$ cat src/sv/matrix4_inverse_unit_assert.svh
// Assertion macros for the 4x4 matrix inverse unit.
`ifndef MATRIX4_INVERSE_UNIT_ASSERT_SVH
`define MATRIX4_INVERSE_UNIT_ASSERT_SVH
`ifndef SYNTHESIS
`define M4INV_ASSERT_IMPLY(label, clk, rst_n, ante, cons) \
    label: assert property (@(posedge clk) disable iff (!rst_n) (ante) |-> (cons)) \
        else $error("m4inv check failed");
`define M4INV_ASSERT_NEXT(label, clk, rst_n, ante, cons) \
    label: assert property (@(posedge clk) disable iff (!rst_n) (ante) |=> (cons)) \
        else $error("m4inv check failed");
`else
`define M4INV_ASSERT_IMPLY(label, clk, rst_n, ante, cons)
`define M4INV_ASSERT_NEXT(label, clk, rst_n, ante, cons)
`endif
`endif

$ cat src/sv/m4inv_ram.sv
// Generic single-write, single-read RAM with registered read data.
`default_nettype none
module m4inv_ram #(
    parameter int WIDTH = 32,
    parameter int DEPTH = 16
) (
    input  wire logic                     clk,
    input  wire logic                     we,
    input  wire logic [$clog2(DEPTH)-1:0] waddr,
    input  wire logic [WIDTH-1:0]         wdata,
    input  wire logic [$clog2(DEPTH)-1:0] raddr,
    output logic      [WIDTH-1:0]         rdata
);
    logic [WIDTH-1:0] mem [DEPTH];

    always_ff @(posedge clk)
    begin
        if (we)
        begin
            mem[waddr] <= wdata;
        end
        rdata <= mem[raddr];
    end
endmodule
`default_nettype wire

$ cat config.mk
export PLATFORM = sky130hd
export DESIGN_NAME = m4inv_ram
export DESIGN_NICKNAME = d
export VERILOG_FILES = /design/src/sv/matrix4_inverse_unit_assert.svh /design/src/sv/m4inv_ram.sv
export SDC_FILE = /design/constraint.sdc
export NUM_CORES = 1
export LEC_CHECK = 0
export BUFFER_PORTS_ARGS = -buffer_cell sky130_fd_sc_hd__buf_2
export CORE_AREA = 3 3 193 195
export CTS_CLUSTER_DIAMETER = 50
export DETAILED_ROUTE_END_ITERATION = 6
export DIE_AREA = 0 0 196 198
export GPL_TIMING_DRIVEN = 0
export PLACE_DENSITY_LB_ADDON = 0.3
export RECOVER_POWER = 100
export SYNTH_ARGS = -nofsm -noshare
export SYNTH_HDL_FRONTEND = slang
export SYNTH_SLANG_ARGS = --single-unit
$ cat constraint.sdc
create_clock -name clk -period 12.15 [get_ports clk]
set_clock_uncertainty 0.05 [all_clocks]
set_input_delay 2.43 -clock clk [delete_from_list [all_inputs] [get_ports clk]]
set_output_delay 2.43 -clock clk [all_outputs]
set_load 0.05 [all_outputs]
=== Word level (Yosys, flattened, before mapping) ===
Memory sizes are Yosys's and may differ from the RTL's. A register that Yosys moved wholly into a read port is not among the register bits.
Cells that the tools add are included.

* Memory bits (read-only): 0
* RAM bits: 512
* Word-level logic and storage cells: 3
* Memories kept: 1
* Register bits after elaboration: 0
* Bits in latches: 0
* Output and inout bits: 32
* Input bits: 42

{| class="wikitable"
|+ Memory list
! name !! words !! width !! rd ports !! clocked after memory_dff !! write ports !! line !! text
|-
| mem || 16 || 32 || 1 || 1 || 1 || m4inv_ram.sv:14 || <nowiki>logic [WIDTH-1:0] mem [DEPTH];</nowiki>
|}

* Muxes and demuxes: 2
* Divide/modulo/power cells: 0
* Add/sub/neg operators: 0
* Reduce and logical (&&, ||, !) cells: 0
* Multipliers: 0
* Bitwise operators: 0
* Equality and inequality tests: 0
* Magnitude comparators: 0
* Shifts and indexed selects: 0

{| class="wikitable"
|+ Operators by type and width
! operator !! count
|-
| two-way mux 1 bit || 2
|}

=== Logic depth before layout (Yosys ltp) ===
Gate-level depths: netlist (run 1).

* Depth in word-level cells: 2
* Depth in mapped cells: 5
* Gate-level depth less buffers: 3

=== Worst setup path before layout (run 1) ===
OpenSTA, ideal clock, no wires.

* Path kind: input to register
* Start: input waddr[2]
* End: memory mem[0][0] (enable)
* Required time: 11.639 ns
* Path buffers: 0
* Library setup time: 0.461 ns
* Slack: 6.490 ns
* Arrival time: 5.148 ns
* Stages: 2
* Cell sequence: or3b_2 nor3_1

{| class="wikitable"
|+ RTL lines
! what !! line !! text
|-
| start, declared || m4inv_ram.sv:9 || <nowiki>input wire logic [$clog2(DEPTH)-1:0] waddr,</nowiki>
|-
| end, declared || m4inv_ram.sv:14 ||
|}

No word-level cell before the write port.

=== Worst setup path after layout (run 1) ===
* Start: input waddr[0]
* End: memory mem[15][26] (enable)

No word-level cell before the write port.

==> impl_summary.md, run 1 <==
Clock network
The CTS root buffer is sky130_fd_sc_hd__clkbuf_16. The count of cells resized by post-cts repair is 0. The number of buffers inserted by hold repair at cts is 0. The clock transition at the registers of the reported paths is 0.06 ns. The count of H-tree levels built during CTS is 2. The number of buffers inserted to repair setup after CTS is 0. Clock latency on the worst-skew pair, taken at its later pin, is 0.58 ns.

The clock passes through at most 3 buffers. The TritonCTS clock tree is yes. The number of clock sinks is 544. The clock buffer count from CTS is 53.

Power
Dividing total power by cell area gives a power density of 175 nW/um^2. Of the total power, the clock network draws 0.407. Summed over all cells, the static leakage comes to 0.00709 uW. The share of total power dissipated in combinational logic is 0.056. Of the total power, the share spent switching nets is 0.210. The cell-internal power is 3100 uW. The worst-case vdd ir drop is 0.119 mV.

In this run the power spent charging and discharging nets is 828 uW. The portion of total power attributed to sequential cells is 0.537.

Critical path
Counting cells, the worst reg-to-reg path comes to 3. The worst stage delay on the critical path is 1.36 ns. The largest individual stage delay along the critical path comes from the cell sky130_fd_sc_hd__nor2_1. The required time of the worst setup path is 12.27 ns. The kind of critical path is primary input to register. The critical path data arrival time is 5.53 ns. The worst setup path is launched from a primary input. Of all nets on the critical path, the largest fanout is 17.

The sort of element at the end of the critical path is a register. The cell type with the highest occurrence count on the critical path is sky130_fd_sc_hd__clkbuf_1. The critical path goes through clkbuf_1 > nand2_1 > nor2_1 > clkbuf_1.

GRT
In the global route stage, overall resource usage came out at 0.221. The initial antenna violation count is 3. The via count of the first global-routing pass was 9612.

The first global-routing pass estimated 62000 um of wire. For this run the aggregate overflow at the end of global routing stands at 0. Entering global routing, the biggest net connects 25 pins.

Synthesis
The mean instance size in the synthesized netlist is 23.7 sq um. The warning count from the yosys run is 0. Synthesis produced a netlist with a net count of 880.

Summed over all instances, the cell type with the most area after synthesis is sky130_fd_sc_hd__edfxtp_1. The synthesized-area fraction occupied by ao, oa, aoi and oai cells is 0.0242. The mapped cell area is 19900 sq um. The most repeated cell in the gate-level netlist after synthesis is sky130_fd_sc_hd__edfxtp_1. The synthesized netlist cell count is 838. Ranked by total cell area, the synthesized netlist is headed by sky130_fd_sc_hd__edfxtp_1 77%, sky130_fd_sc_hd__mux4_2 15%, sky130_fd_sc_hd__dfxtp_1 3.2%. In the synthesized netlist the dominant register cell turns out to be sky130_fd_sc_hd__edfxtp_1. The number of different library cells in the post-synthesis netlist is 18.

The area fraction of the dominant cell type after synthesis is 0.774. By area, the combinational part of the netlist is dominated by multiplexers. Of the total synthesized cell area, the portion taken by XOR and XNOR cells is 0. Of all flip-flops after synthesis, the portion carrying an async set or reset was 0. The portion of synthesized area spent on multiplexers is 0.145. The share of the Yosys chip area taken by registers is 0.807.

Of the total synthesized cell area, the portion taken by full adders, half adders and majority gates is 0. Of the total synthesized cell area, the portion taken by AND, OR, NAND and NOR gates is 0.0127. The number of flops mapped to enable cells by yosys is 512. By count the netlist is led by 512 x sky130_fd_sc_hd__edfxtp_1, 128 x sky130_fd_sc_hd__mux4_2, 64 x sky130_fd_sc_hd__a22oi_1. The number of synthesized register bits is 544.

Route
For this run, design rule violations remaining after detail routing come to 0. The detail-routed via count per cell is 6.18. The first-iteration detailed-routing DRC count is 859. The routed design has 41900 um of wire. The remaining number of nets flagged by the antenna check after routing is 0. The per-cell routed wire length is 28.0 um. The routed via count is 9255. Before antenna repair, the detailed router went through 5 iterations.

Floorplanning
After floorplanning, the core was divided into 69 placement rows. The die footprint is 38800 sq um. In this run the count of I/O pins placed on the die edge is 74. For this configuration, the core starts out at a cell density of 0.558. The area of the core is 35600 sq um. The die is 198 um tall.

From left edge to right edge, the die measures 196 um.

STA
Headroom to the max-slew limit came out at -0.471. The number of pins exceeding their max-slew limit in the final report is 290. The final worst hold slack is 0.616 ns. The setup TNS is 0 ns. The post-route fraction of the period consumed by the critical path is 0.445. The count of endpoints failing hold in the final timing report is 0. Setup repair after global routing left no endpoint under its margin. The time the final worst path needs with I/O delays and setup is 5.41 ns. The final number of setup-violating endpoints is 0.

The highest clock rate is 185 MHz. The worst-margin pin slew is 2.20 ns.

Placed design
Routability-driven placement finished with a final weighted congestion of 0.707. The wire-length estimate of the detail-placed layout is 25500 um. The count of buffers added on input and output ports is 71. After detailed placement, the design holds a cell count of 1397.

Worst hold path
The worst hold path passes through 3 cells. The path class of the tightest hold or removal check is register to register.

Status
The final reports fail on max-capacitance violations, max-slew violations. The run finished, with violations left.

Job
The max-capacitance violation count is 15.

Finish
The relative area change from synthesis to final layout is 13.5%. The fraction of layout cells with a size suffix above 1 is 0.217. Excluding fillers, the count of instances in the completed layout stands at 1498. In the final design database the tool counted 1033 nets.
## power groups by stage
stage	clock network (uW)	registers (uW)	logic, uW
5_1_grt	1710	2110	235
4_1_cts	1630	2110	236
2_1_floorplan	0	2190	101
3_3_place_gp	0	2150	223
3_5_place_dp	0	2150	235
6_report	1600	2110	220
## kinds of logic (layout without fill, tap and decap cells)
kind of cell,count (synthesis),count (layout)
and+or+nand+nor,59,59
buffers and inverters,43,241
muxes,128,128
AOI/OAI and AO/OA,64,64
DFF,544,544
other,0,1
## per-stage QoR
stage | instance area (sq um) | power [uW] | util | setup WS, ns
after global placement | 20800 | 2370 | 0.584 | 3.95
after floorplan | 19900 | 2290 | - | 6.49
after detailed placement | 21300 | 2380 | 0.600 | 7.59
final | 22500 | 3930 | 0.633 | 6.74
after global routing | 22500 | 4060 | 0.633 | 6.56
after CTS | 23100 | 3970 | 0.648 | 8.23
## per-layer routing
metal / track usage / vias to the layer above / wire length (um)
met5: 0 / - / 20
met4: 0.0737 / 4 / 1120
met3: 0.0413 / 78 / 3260
met2: 0.354 / 411 / 20600
met1: 0.317 / 4883 / 16900
li1: - / 3879 / -
## layout by cell type (no fill, tap or decap), types with 3 or more instances in the layout
cell type / instances
sky130_fd_sc_hd__mux4_2: 128
sky130_fd_sc_hd__clkinv_2: 7
sky130_fd_sc_hd__clkinv_1: 12
sky130_fd_sc_hd__dfxtp_1: 32
sky130_fd_sc_hd__edfxtp_1: 512
sky130_fd_sc_hd__buf_2: 7
sky130_fd_sc_hd__clkbuf_16: 55
sky130_fd_sc_hd__nor3_1: 4
sky130_fd_sc_hd__nand2_1: 33
sky130_fd_sc_hd__clkbuf_8: 7
sky130_fd_sc_hd__a22oi_1: 64
sky130_fd_sc_hd__nor2_1: 13
sky130_fd_sc_hd__clkbuf_1: 131
sky130_fd_sc_hd__bufinv_16: 3
sky130_fd_sc_hd__buf_4: 11
## flip-flops by register name (all words and copies together) (netlist names)
register  count
rdata        32
mem         512
## path summary, 6_finish.rpt
kind,from,endpoint,slack [ns]
hold / removal,mem[14][9]$_DFFE_PP_,rdata[9]$_DFF_P_,0.62
setup reg to reg,mem[10][20]$_DFFE_PP_,rdata[20]$_DFF_P_,10.69
setup / recovery,waddr[0],mem[15][26]$_DFFE_PP_,6.74
hold reg to reg,mem[14][9]$_DFFE_PP_,rdata[9]$_DFF_P_,0.62
## worst max-delay path: cells and delay by family
| kind | cells | cell delay [ns] |
|---|---|---|
| AND/OR/NAND/NOR | 2 | 1.55 |
| buffers and inverters | 2 | 1.52 |
## final cells by class
| class | instances | area (sq um) |
|---|---|---|
| Buffer | 43 | 221 |
| Multi-Input combinational cell | 251 | 3620 |
| Timing Repair Buffer | 98 | 373 |
| Fill cell | 2425 | 13000 |
| Clock inverter | 26 | 208 |
| Sequential cell | 544 | 16000 |
| Clock buffer | 74 | 1520 |
| Antenna cell | 1 | 2.50 |
| Tap cell | 461 | 577 |
No activity file was read; power rests on OpenSTA's default activity.
==> inputs of run 2 (changes only) <==
- clock period: 12.15 -> 5.4 ns (I/O delays scaled with it)
==> impl_summary.md, run 2 (synthesized netlist as in run 1, its figures left out) <==
Status
The flow ran to the end, but the final reports show violations. The checks that failed: max-capacitance violations, max-slew violations.

GRT
The global router's overall resource usage is 0.221 (unchanged). The initial antenna violation count is 3 (unchanged). The via count of the first global-routing pass is 9612 (unchanged). The first-pass GRT wire length is 62000 um (unchanged).

The final global-route overflow total was 0 (unchanged). The largest net degree at the start of global routing is 25 (unchanged).

Route
The iteration count of the initial detailed-routing pass was 5 (unchanged). The detail-routed via count per cell came to 6.14 (-0.54%). The routed via count is 9205 (-0.54%). The DRC violation count after routing is 0 (unchanged).

The first-iteration detailed-routing DRC count came to 890 (+3.6%). The remaining number of nets flagged by the antenna check after routing is 0 (unchanged). The sum of routed wire length over all layers is 41900 um (about the same). The per-cell routed wire length came to 28.0 um (about the same).

Clock network
TritonCTS built the clock tree. The maximum root-to-sink buffer count came to 3 (unchanged). The count of H-tree levels built during CTS was 2 (unchanged). The CTS root buffer is sky130_fd_sc_hd__clkbuf_16.

The clock transition at the registers of the reported paths is 0.06 ns (about the same). The number of clock sinks was 544 (unchanged). The number of buffers inserted by hold repair at cts is 0 (unchanged). The count of cells resized by post-cts repair is 0 (unchanged). The clock insertion delay at the later pin of the skew report is 0.58 ns (about the same). The clock buffer count from CTS is 53 (unchanged). The number of buffers inserted to repair setup after CTS is 0 (unchanged).

Floorplanning
The overall die width is 196 um (unchanged). The number of top-level pins is 74 (unchanged). The vertical extent of the die came to 198 um (unchanged). The starting density of the core is 0.558 (unchanged). The die footprint is 38800 sq um (unchanged). The number of placement rows is 69 (unchanged).

The area of the core is 35600 sq um (unchanged).

Critical path
The number of cells traversed by the worst register-to-register path is 3 (unchanged). The endpoint identified for the worst register-to-register timing path is rdata[20]$_DFF_P_. The critical-path maximum fanout is 22 (+5).

The worst setup slack for register-to-register paths came to 3.94 ns (-6.75 ns). The kind of critical path is primary input to register. STA classifies the critical path startpoint as a primary input. STA classifies the critical path endpoint as a register. The required time of the worst setup path came to 5.52 ns (-6.75 ns). The source of the worst register-to-register timing path is mem[10][20]$_DFFE_PP_. The critical path data arrival time is 4.04 ns (-1.49 ns). The most critical setup path has its endpoint at mem[1][1]$_DFFE_PP_. The origin of the worst setup path is waddr[2].

Power
The portion of total power attributed to sequential cells is 0.536 (about the same). The power spent charging and discharging nets is 1860 uW (+130%). The cell area power density is 390 nW/um^2 (+120%). The switching part of the total power was 0.211 (about the same). The share of power burned in combinational logic is 0.056 (about the same). The overall power is 8850 uW (+130%). The leakage power figure came to 0.00715 uW (+0.84%). The part of the total power dissipated in the clock network is 0.407 (about the same).

The cell-internal power came to 6990 uW (+130%). The worst-case vdd ir drop is 0.268 mV (+120%).

STA
The count of endpoints failing hold in the final timing report came to 0 (unchanged). For this run, the top clock speed supported by timing is 255 MHz. The final number of setup-violating endpoints is 0 (unchanged). Of the available clock period, the critical path in the final layout requires 0.726. The worst-margin pin slew is 2.38 ns (+0.178 ns). The time the final worst path needs with I/O delays and setup is 3.92 ns. The headroom to the max-slew limit came to -0.590 (-0.119).

The number of pins exceeding their max-slew limit in the final report is 186 (-36%). Setup repair after global routing left no endpoint under its margin.

Finish
The register containing the most flip-flops in the final layout is mem. The layout net count was 1033 (unchanged). The fraction of layout cells with a size suffix above 1 is 0.225 (+0.00772).

The leading cell type in the layout, fill and taps excluded is sky130_fd_sc_hd__edfxtp_1. The largest registers in the layout are mem (512), rdata (32). The top cell types in the final layout, fill and taps aside, are 512 x sky130_fd_sc_hd__edfxtp_1, 128 x sky130_fd_sc_hd__mux4_2, 123 x sky130_fd_sc_hd__clkbuf_1. The number of flip-flops under the largest register name is 512 (unchanged).

The number of standard cells in the final layout excluding fillers is 1498 (unchanged). The relative area change from synthesis to final layout is 14.2%. The area of all placed cells without fillers came to 22700 sq um (+0.61%). The number of fill cells is 2402 (-0.95%).

Job
The max-capacitance violation count is 11 (-4).

Placed design
The placed wire-length estimate after detailed placement is 25500 um (unchanged). The routability-driven placement congestion ratio is 0.707 (unchanged). The port buffer count came to 71 (unchanged). The number of placed instances with taps included was 1397 (unchanged). The post-placement cell area came to 21300 sq um (unchanged).

Worst hold path
The worst hold path belongs to the class register to register.
## run 2: changes by cell type in the layout (fill, tap and decap cells not counted)
cell,delta
sky130_fd_sc_hd__buf_12,+7
sky130_fd_sc_hd__buf_16,+1
sky130_fd_sc_hd__clkbuf_1,-8
## run 2: metrics by stage
stage	utilization	setup slack [ns]	hold WS (ns)	TNS [ns]
6_report	0.637	1.48	0.615	0
5_1_grt	0.637	1.44	0.633	0
4_1_cts	0.648	2.83	0.618	0
3_5_place_dp	0.600	2.19	0.603	0
3_3_place_gp	0.584	-1.45	0.599	-173.66
2_1_floorplan	-	1.09	0.585	0
## run 2: routing by layer
metal / wire length (um) / vias to the layer above / track usage / share of wire
met1: 17000 / 4834 / 0.317 / 0.40
li1: - / 3882 / - / -
met4: 1140 / 4 / 0.0737 / 0.027
met3: 3190 / 81 / 0.0413 / 0.076
met5: 20 / - / 0 / 0.00048
met2: 20600 / 404 / 0.354 / 0.49
## run 2: worst min-delay path by stage
stage,start,end,cells past startpoint
final,mem[14][9]$_DFFE_PP_,rdata[9]$_DFF_P_,3
after global routing,mem[14][1]$_DFFE_PP_,rdata[1]$_DFF_P_,3
after CTS,mem[14][1]$_DFFE_PP_,rdata[1]$_DFF_P_,3
after detailed placement,mem[14][1]$_DFFE_PP_,rdata[1]$_DFF_P_,3
after global placement,mem[14][1]$_DFFE_PP_,rdata[1]$_DFF_P_,3
after floorplan,mem[14][0]$_DFFE_PP_,rdata[0]$_DFF_P_,3
## run 2: area by class of cell
type	instances	area [sq um]	share of cell area
Antenna cell	1	2.50	0.000110
Sequential cell	544	16000	0.707
Clock buffer	74	1520	0.0670
Tap cell	461	577	0.0254
Clock inverter	26	208	0.00916
Buffer	43	221	0.00977
Timing Repair Buffer	98	510	0.0225
Multi-Input combinational cell	251	3620	0.160
## run 2: worst max-delay path: stages
cell and delay, ns:
sky130_fd_sc_hd__clkbuf_1 0.10, sky130_fd_sc_hd__or3b_2 0.52, sky130_fd_sc_hd__nor2_1 0.88, sky130_fd_sc_hd__clkbuf_1 1.43
## run 2: power by group through the flow
stage	combinational, uW	clock [uW]	sequential (uW)
finish	499	3610	4750
global route	533	3840	4750
CTS	530	3670	4740
detailed placement	528	0	4830
global placement	501	0	4830
floorplan	227	0	4930
