$ cat src/sv/matrix4_inverse_unit_assert.svh
// Assertion macros for the 4x4 matrix inverse unit.
`ifndef MATRIX4_INVERSE_UNIT_ASSERT_SVH
`define MATRIX4_INVERSE_UNIT_ASSERT_SVH
`ifndef SYNTHESIS
`define M4INV_ASSERT_IMPLY(label, clk, rst_n, ante, cons) \
    label: assert property (@(posedge clk) disable iff (!rst_n) (ante) |-> (cons)) \
        else $error("m4inv check failed");
`define M4INV_ASSERT_NEXT(label, clk, rst_n, ante, cons) \
    label: assert property (@(posedge clk) disable iff (!rst_n) (ante) |=> (cons)) \
        else $error("m4inv check failed");
`else
`define M4INV_ASSERT_IMPLY(label, clk, rst_n, ante, cons)
`define M4INV_ASSERT_NEXT(label, clk, rst_n, ante, cons)
`endif
`endif

$ cat src/sv/m4inv_pkg.sv
// Types and constants shared by the 4x4 matrix inverse unit.
`default_nettype none
package m4inv_pkg;
    localparam int FRAC_BITS = 16;
    localparam int IW  = 4;                   // element index width
    localparam int EW  = 32;                  // element width
    localparam int CW  = 3 * EW + 2;          // signed cofactor width
    localparam int AW  = 4 * EW + 3;          // accumulator / determinant width
    localparam int QW  = EW + 1;              // quotient bits developed
    localparam int NW  = CW - 1 + 2 * FRAC_BITS; // dividend magnitude width
    localparam int NHW = NW - QW;             // dividend bits above the quotient
    localparam int MCW = $clog2(EW);
    localparam int DCW = $clog2(QW);

    typedef struct packed {
        logic [IW-1:0]        load_index;
        logic signed [EW-1:0] load_value;
        logic                 start_inverse;
    } load_t;

    typedef struct packed {
        logic [IW-1:0]        result_index;
        logic signed [EW-1:0] result_value;
        logic                 singular;
        logic                 saturated;
        logic                 last_result;
    } result_t;

    typedef struct packed {
        logic start;
        logic keep;
        logic neg;
    } mac_cmd_t;

    typedef enum logic [3:0] {
        ST_IDLE,
        ST_RD_X,
        ST_RD_Y,
        ST_LD_Y,
        ST_MUL,
        ST_DET_CHK,
        ST_DIV_RD,
        ST_DIV_GO,
        ST_DIV_RUN,
        ST_EMIT
    } state_t;
endpackage
`default_nettype wire

$ cat src/sv/m4inv_div.sv
// Restoring divider: overflow check, then one quotient bit per cycle.
`default_nettype none
module m4inv_div (
    input  wire logic                        clk,
    input  wire logic                        rst_n,
    input  wire logic                        start,
    input  wire logic [m4inv_pkg::NW-1:0]    num,
    input  wire logic [m4inv_pkg::AW-1:0]    den,
    output logic                             busy,
    output logic                             big,
    output logic      [m4inv_pkg::QW-1:0]    quot
);
    logic                         busy_reg, busy_next;
    logic [m4inv_pkg::DCW-1:0]    cnt_reg, cnt_next;
    logic [m4inv_pkg::AW-1:0]     rem_reg, rem_next;
    logic [m4inv_pkg::QW-1:0]     nlow_reg, nlow_next;
    logic [m4inv_pkg::QW-1:0]     quot_reg, quot_next;
    logic                         big_reg, big_next;
    logic [m4inv_pkg::AW-1:0]     num_hi;
    logic [m4inv_pkg::AW:0]       trial;
    logic [m4inv_pkg::AW:0]       diff;
    logic                         ge;

    assign num_hi = {{(m4inv_pkg::AW - m4inv_pkg::NHW){1'b0}},
                     num[m4inv_pkg::NW-1:m4inv_pkg::QW]};
    assign trial  = {rem_reg, nlow_reg[m4inv_pkg::QW-1]};
    assign diff   = trial - {1'b0, den};
    assign ge     = (trial >= {1'b0, den});

    always_comb
    begin
        busy_next = busy_reg;
        cnt_next  = cnt_reg;
        rem_next  = rem_reg;
        nlow_next = nlow_reg;
        quot_next = quot_reg;
        big_next  = big_reg;
        if (start)
        begin
            // quotient needs more than QW bits exactly when this holds
            big_next  = (num_hi >= den);
            rem_next  = num_hi;
            nlow_next = num[m4inv_pkg::QW-1:0];
            quot_next = '0;
            cnt_next  = '0;
            busy_next = 1'b1;
        end
        else if (busy_reg)
        begin
            rem_next  = ge ? diff[m4inv_pkg::AW-1:0] : trial[m4inv_pkg::AW-1:0];
            nlow_next = {nlow_reg[m4inv_pkg::QW-2:0], 1'b0};
            quot_next = {quot_reg[m4inv_pkg::QW-2:0], ge};
            cnt_next  = cnt_reg + m4inv_pkg::DCW'(1);
            if (cnt_reg == m4inv_pkg::DCW'(m4inv_pkg::QW - 1))
            begin
                busy_next = 1'b0;
            end
        end
    end

    always_ff @(posedge clk or negedge rst_n)
    begin
        if (!rst_n)
        begin
            busy_reg <= 1'b0;
            cnt_reg  <= '0;
        end
        else
        begin
            busy_reg <= busy_next;
            cnt_reg  <= cnt_next;
        end
    end

    always_ff @(posedge clk)
    begin
        rem_reg  <= rem_next;
        nlow_reg <= nlow_next;
        quot_reg <= quot_next;
        big_reg  <= big_next;
    end

    assign busy = busy_reg;
    assign big  = big_reg;
    assign quot = quot_reg;
endmodule
`default_nettype wire

$ cat config.mk
export PLATFORM = sky130hd
export DESIGN_NAME = m4inv_div
export DESIGN_NICKNAME = d
export VERILOG_FILES = /design/src/sv/matrix4_inverse_unit_assert.svh /design/src/sv/m4inv_pkg.sv /design/src/sv/m4inv_div.sv
export SDC_FILE = /design/constraint.sdc
export NUM_CORES = 1
export LEC_CHECK = 0
export BUFFER_PORTS_ARGS = -buffer_cell sky130_fd_sc_hd__buf_2
export CAP_MARGIN = 20
export CORE_MARGIN = 10
export CORE_UTILIZATION = 57
export CTS_BUF_LIST = sky130_fd_sc_hd__clkbuf_4
export CTS_CLUSTER_DIAMETER = 120
export DETAILED_ROUTE_END_ITERATION = 8
export GPL_ROUTABILITY_DRIVEN = 1
export MAX_ROUTING_LAYER = met4
export PLACE_DENSITY = 0.87
export SYNTH_ARGS = -nofsm -noshare
export SYNTH_HDL_FRONTEND = slang
export SYNTH_SLANG_ARGS = --single-unit
$ cat constraint.sdc
create_clock -name clk -period 5.7 [get_ports clk]
set_input_delay 0 -clock clk [delete_from_list [all_inputs] [get_ports clk]]
set_output_delay 0 -clock clk [all_outputs]
set_load 0.03 [all_outputs]
[Word level (Yosys, flattened, before mapping)]
Cells that the tools add are included.
Word-level totals
  register bits: 205
  bits in latches: 0
  memory bits (writable): 0
  bits in read-only memories: 0
  bits of input ports: 263
  output and inout port bits: 35
  word-level logic and storage cells: 23
  memories: 0
Operators by class
  add/sub/neg operators: 2
  multiply operators: 0
  div/mod/pow operators: 0
  order comparisons: 2
  equality and inequality tests: 1
  shifts and indexed selects: 0
  muxes and demuxes: 10
  bitwise gates (word level): 0
  reductions and logical operators: 1
Operators with widths (number)
  $mux W96: 2
  $ge A132 B131 Y1: 1
  $ge A96 B131 Y1: 1
  $mux W131: 1
  $sub A131 B131 Y131: 1
  $mux W33: 2
  $mux W6: 2
  $add A6 B1 Y6 const B: 1
  $eq A6 B6 Y1 const B: 1
  $mux W1: 3
  $reduce_bool A2 Y1: 1

[Logic depth before layout (Yosys ltp)]
Gate-level depths: netlist of the first run.
  word-level depth: 4
  gate-level depth with buffers: 17
  depth with buffers taken out: 15

[Worst setup path before layout of the first run]
No wires, ideal clock.
  path kind: register to register
  from: register busy_reg (netlist: busy)
  to: register nlow_reg[0] (netlist name), enable pin
  setup time: 481 ps
  arrival time: 3744 ps
  data required time: 5219 ps
  slack: 1474 ps
  cell stages (with the launch flop): 5
  buffers on the path: 2
  period minus slack after synthesis: 4226 ps
  cells stage by stage: dfrtp_1 clkbuf_1 clkbuf_1 nor2_1 inv_1
Between the ends
  word-level cells in the longest chain between the ends: 1
RTL lines
  from (decl): line m4inv_div.sv:13  | logic busy_reg, busy_next;
  from (signal assigned): line m4inv_div.sv:70  | busy_reg <= busy_next;
  $reduce_bool A2 Y1 (no source line)
  to (signal assigned): line m4inv_div.sv:78  | nlow_reg <= nlow_next;
  to (decl): line m4inv_div.sv:16  | logic [m4inv_pkg::QW-1:0] nlow_reg, nlow_next;
Every way passes these cells.
A chain may end at the register's enable or synchronous reset.

[Worst setup path after layout of the first run]
  from: register rem_reg[18] (netlist name)
  to: register rem_reg[0] (netlist name), data pin
Between the ends
  word-level cells in the longest chain between the ends: 4
RTL lines
  from (decl): line m4inv_div.sv:15  | logic [m4inv_pkg::AW-1:0] rem_reg, rem_next;
  from (signal assigned): line m4inv_div.sv:77  | rem_reg <= rem_next;
  $ge A132 B131 Y1: line m4inv_div.sv:28  | assign ge = (trial >= {1'b0, den});
  $mux W131: line m4inv_div.sv:50  | rem_next = ge ? diff[m4inv_pkg::AW-1:0] : trial[m4inv_pkg::AW-1:0];
  $mux W96: line m4inv_div.sv:48  | else if (busy_reg)
  $mux W96: line m4inv_div.sv:38  | if (start)
  named net rem_next, one bit: line m4inv_div.sv:15
The timed path passes the listed nets, and every way through them passes these cells. The select of a mux whose other input is x is not followed.

==> results of run 1 <==
-- per-stage QoR --
stage	instances	instance area [µm²]	utilization, %	setup WS, ns
after floorplan	2651	21300	-	1.47
after global placement	3280	22800	62.0	1.42
after detailed placement	3280	22800	62.0	1.26
after CTS	3625	26000	70.6	0.681
after global routing	3634	26000	70.6	0.301
final	3635	26000	70.6	0.609
-- cell usage in the layout (no fill, tap or decap), drive strengths merged, types with 10 or more instances in the layout --
cell / n
xnor2: 63
o21a: 30
xor2: 48
and4: 15
nor2: 240
nor2b: 31
a21oi: 342
or2: 10
or3: 15
a31oi: 16
o31ai: 15
a211oi: 27
nand2: 231
nand2b: 18
buf: 306
a21o: 74
nor4: 26
o211ai: 10
o21bai: 41
clkinv: 13
nand3: 31
edfxtp: 130
a311oi: 13
o21ai: 170
diode: 10
and3: 13
ha: 229
nand4: 99
mux2i: 37
inv: 196
clkbuf: 95
dlygate4sd3: 237
nor3: 46
dfxtp: 68
mux2: 99
-- per-layer routing --
metal / wire length [µm] / GRT usage, % / up-vias
li1: - / - / 10647
met1: 32100 / 42.2 / 10924
met2: 38500 / 58.6 / 1425
met3: 7110 / 6.13 / 283
met4: 3750 / 16.5 / 0
met5: 0 / - / -
-- cell type report --
class,count,share of cell area [%]
Multi-Input combinational cell,2105,55.6
Sequential cell,205,21.0
Timing Repair Buffer,544,15.2
Inverter,195,2.83
Clock buffer,94,2.72
Tap cell,468,2.25
Clock inverter,14,0.279
Antenna cell,10,0.0963
-- power by group through the flow --
stage | Sequential, µW | Clock (µW) | Combinational [µW]
finish | 2520 | 1510 | 8090
global route | 2550 | 1600 | 8750
CTS | 2480 | 1500 | 7750
detailed placement | 2500 | 0 | 7480
global placement | 2470 | 0 | 7360
floorplan | 2400 | 0 | 5820
-- cell families (layout without fill, tap and decap cells) --
logic type,count (synthesis),after routing
AO/OA/AOI/OAI,822,822
XOR/XNOR,111,111
adder cells (fa/ha/maj),230,230
buffers and inverters,341,847
flip-flops,205,205
multiplexers,136,136
other,0,10
AND/OR/NAND/NOR,806,806
-- worst register-to-register path: cells and delay by family, from the launching register on --
family                   cells  cell delay [ns]
AO/OA/AOI/OAI                8             2.23
buffers and inverters        2             1.02
AND/OR/NAND/NOR              3             0.67
flip-flops                   1             0.45
adder cells (fa/ha/maj)      1             0.41
-- how the worst max path moves through the flow --
stage	startpoint	endpoint	slack, ns
after global placement	rem_reg[63]	rem_reg[57]	1.42
after floorplan	busy	nlow_reg[0]	1.47
after detailed placement	rem_reg[8]	rem_reg[90]	1.26
final	rem_reg[18]	rem_reg[0]	0.61
after CTS	rem_reg[8]	rem_reg[92]	0.68
after global routing	rem_reg[6]	rem_reg[0]	0.30
==> results.cfg, run 1 <==
[outcome]
status = complete, no violations

[logic_synthesis]
yosys_register_bits = 205
synth-simple-area-share_pct = 18.3
synth_area_um2 = 21300
synth_edf_count = 130
yosys.area.top_type = edfxtp_1
seq_area_frac_synth_pct = 25.5
synth_top_family_by_area = compound AO/OA/AOI/OAI gates
synth_area_leaders = edfxtp_1, ha_1, a21oi_1
ys_types = 95
synthDominantCellAreaShare_pct = 18.3
synth_mux_area_share_pct = 6.97
synth_commonest_cells = a21oi_1, nor2_1, ha_1
synth_area_per_cell_um2 = 8.04
synth_most_common_cell = a21oi_1
synth-main-ff-cell = edfxtp_1
synth_compound_area_share_pct = 24.5
synth_cells = 2651
async_flop_share_pct = 3.41
syn-num-nets = 3144
yosys.area_share.xor_xnor_pct = 4.56
synthAdderAreaFrac_pct = 13.5
yosys_warnings = 0

[global_routing]
grt_pass1_vias = 23181
grt.overflow.total = 0
grt_antenna_before_repair = 8
grt_start_max_net_pins = 147
grtUsageTotal_pct = 35.7
grt_pass1_wl_um = 127000

[worst_hold_path]
hold_depth = 3
hold_start = num[39]
min_to = rem_reg[6]
min-delay-path-class = in2reg

[clocking]
cts.repair.resized = 0
cts_max_path_buffers = 3
cts_hold_buffers = 237
clock_latency_ns = 0.87
cts_root_buf = clkbuf_4
cts_tree = built
cts_setup_buffers = 0
clock_sinks = 205
htree_levels = 2
path_clk_slew_ns = 0.09
cts_buffers = 60

[sta]
slew_headroom_pct = 30.6
rsz0062_at_grt = false
fin_worst_skew_ns = 0.0887
fin_setup_tns_ns = 0
post-route-min-period_ns = 5.09
finalSetupViolCount = 0
holdWs_ns = 0.0414
fin_crit_sh_pct = 89.3
finalMaxSlewViolations = 0
fmax_mhz = 196
worstMarginPinSlew_ns = 1.04
timing.final.hold_violations = 0

[critical_path]
r2r_end = rem_reg[0]
slowest_delay_ns = 0.77
crit_slowest_cell = o21a_4
cp_max_fo = 72
reg2reg_from = rem_reg[18]
rrSetupSlack_ns = 0.61
crit_buf_inv = 2
worstRegToRegCells = 14
critPathLaunchType = flip-flop
critPathTopFamily = compound AO/OA/AOI/OAI gates
cp_cell_sequence = ha_1 > a21oi_1 > o21a_1 > o22ai_1 > a211oi_1 > o221ai_2 > or4_1 > nand2_2 > o21a_4 > buf_4 > nor2_1 > a211oi_1 > a21oi_1 > dlygate4sd3_1
arrival_ns = 5.66
path_class = reg2reg
worstSetupPathDepth = 14
worstSetupEndpointType = flip-flop
crit_required_ns = 6.27

[drt]
vias_per_cell = 6.40
wl_um = 81400
dr.pass1.iters = 7
num_vias = 23279
antenna_left = 0
drtIter0Drc = 2265
wl_per_cell_um = 22.4
drc = 0

[cells_and_area]
syn_to_final_growth_pct = 22.0
largest_reg_flops = 131
nFillCells = 2763
multi_input_area_um2 = 14500
regArea_um2 = 5440
nets = 3604
drive_above_1_share_pct = 18.0

[place]
finalWeightedCongestion = 1.02
place_hpwl_um = 56300
io_buffers = 297

[die]
dieArea_um2 = 45500
die_y_um = 213
start_util_pct = 57.9
die_x_um = 213
core_area_um2 = 36800
ios = 298
placementRows = 70

[power_and_ir_drop]
p_leak_uw = 0.0118
combPwrFrac_pct = 66.8
total_power_uw = 12100
power.share.switching_pct = 50.3
p_int_uw = 6020
p_sw_uw = 6090
clockPowerShare_pct = 12.5
pwr-share-seq_pct = 20.8
powerDensity_nw_per_um2 = 466
ir_worst_vdd_mv = 0.393

[flow_run]
maxCapViolCount = 0
Power figures use the tool's default switching activity.
==> inputs of run 2 (changes only) <==
--- a/config.mk
+++ b/config.mk
@@ -7,7 +7,7 @@
 export LEC_CHECK = 0
 export BUFFER_PORTS_ARGS = -buffer_cell sky130_fd_sc_hd__buf_2
 export CAP_MARGIN = 20
-export CORE_MARGIN = 10
+export CORE_MARGIN = 5
 export CORE_UTILIZATION = 57
 export CTS_BUF_LIST = sky130_fd_sc_hd__clkbuf_4
 export CTS_CLUSTER_DIAMETER = 120
==> run 2 against run 1 <==
Against the previous run: power up 0.87%; register-to-register slack gained 0.17 ns; die area down 9.2%; utilization increased by 0.41 points; final cell count increased by 0.28%; combinational power rose by 0.5%; sequential power about the same; worst hold slack better by 0.0056 ns; clock skew shrank 0.0048 ns; clock-buffer cell count up 2; clock power grew 4%; global-route usage grew 2.3 points; critical path type unchanged; largest cell class unchanged.
==> results.cfg, run 2 (synthesis gave the netlist of run 1 again) <==
[drt]
drtIter0Drc = 2260
wl_um = 80200
antenna_left = 0
dr.pass1.iters = 8
num_vias = 23211
vias_per_cell = 6.37
drc = 0
wl_per_cell_um = 22.0

[place]
place_hpwl_um = 54200
finalWeightedCongestion = 1.01
io_buffers = 297
pre_cts_slack_ns = 1.39

[critical_path]
arrival_ns = 5.63
worstSetupEndpointType = flip-flop
critPathLaunchType = flip-flop
cp_max_fo = 4
path_class = reg2reg
reg2reg_from = nlow_reg[32]
crit_required_ns = 6.41
worstSetupStartpoint = nlow_reg[32]

[sta]
fmax_mhz = 203
finalMaxSlewViolations = 0
finalSetupViolCount = 0
setup_ws_ns = 0.779
rsz0062_at_grt = false
fin_worst_skew_ns = 0.0839
slew_headroom_pct = 32.3
post-route-min-period_ns = 4.92
fin_setup_tns_ns = 0
worstMarginPinSlew_ns = 1.01
fin_crit_sh_pct = 86.3
timing.final.hold_violations = 0
holdWs_ns = 0.0470

[cells_and_area]
fin_util_pct = 71.0
nFillCells = 2773
multi_input_area_um2 = 14500
syn_to_final_growth_pct = 22.7
layout_commonest_cell = a21oi_1
largest_reg_flops = 131
drive_above_1_share_pct = 17.9
regArea_um2 = 5440
layout_common_cells = a21oi_1, buf_2, dlygate4sd3_1, nor2_1, ha_1
nets = 3615

[worst_hold_path]
min-delay-path-class = in2reg
hold_start = num[45]

[die]
ios = 298
placementRows = 70
dieArea_um2 = 41300
start_util_pct = 57.9
core_area_um2 = 36800
die_y_um = 203
die_x_um = 203

[global_routing]
grt_start_max_net_pins = 151
grt_pass1_vias = 23399
grtUsageTotal_pct = 38.0
grt.overflow.total = 0
grt_antenna_before_repair = 5
grt_pass1_wl_um = 124000

[clocking]
cts_setup_buffers = 0
clock_sinks = 205
cts.repair.resized = 0
htree_levels = 2
cts_root_buf = clkbuf_4
path_clk_slew_ns = 0.08
cts_tree = built
cts_hold_buffers = 249
clock_latency_ns = 0.88
cts_buffers = 60
cts_max_path_buffers = 3

[power_and_ir_drop]
p_leak_uw = 0.0119
total_power_uw = 12200
powerDensity_nw_per_um2 = 468
ir_worst_vdd_mv = 0.306

[outcome]
status = complete, no violations

[flow_run]
maxCapViolCount = 0
-- run 2: worst paths after layout --
check / endpoint / slack (ns) / depth (start not counted)
min in group asynchronous: cnt_reg[0] / 0.14 / 3
worst min register to register: rem_reg[129] / 0.49 / 2
worst max-delay path: rem_reg[88] / 0.78 / 16
worst max register to register: rem_reg[88] / 0.78 / 16
max in group asynchronous: busy / 5.26 / 3
worst min-delay path: rem_reg[12] / 0.05 / 3
-- run 2: layout make-up --
type                    count  share of cell area (%)
diodes                      5                  0.0479
clock buffers              96                    2.76
clock inverters            16                   0.273
inverters                 195                    2.81
multi-input cells        2105                    55.3
flip-flops and latches    205                    20.8
well taps                 468                    2.24
repair buffers            555                    15.7
-- run 2: metal layers --
layer	routed length, µm	GRT usage (%)
met1	30700	44.5
met2	38100	63.5
met3	6910	6.77
met4	4370	18.4
met5	0	-
-- run 2: through the flow --
stage | std cells | area (µm²)
2_1_floorplan | 2651 | 21300
3_3_place_gp | 3279 | 22800
3_5_place_dp | 3279 | 22800
4_1_cts | 3640 | 26100
5_1_grt | 3645 | 26100
6_report | 3645 | 26100
-- run 2: power by group --
| group | total, µW | internal, µW | leakage (µW) | switching (µW) |
|---|---|---|---|---|
| registers | 2520 | 2180 | 0.00202 | 347 |
| logic | 8130 | 3150 | 0.00937 | 4980 |
| clock network | 1570 | 763 | 0.000475 | 803 |
-- run 2: worst max-delay path, cell delays in order (launching register included) --
cell and delay (ns):
edfxtp_1 0.36, inv_1 0.05, ha_1 0.20, fa_1 0.41
nand2b_1 0.19, a211o_1 0.32, a21oi_1 0.30, o21a_1 0.28
a21oi_1 0.18, o31ai_1 0.88, and2_1 0.27, a21oi_1 0.12
o21ai_1 0.22, xor2_1 0.16, nand2_1 0.08, a21oi_1 0.16
dlygate4sd3_1 0.58
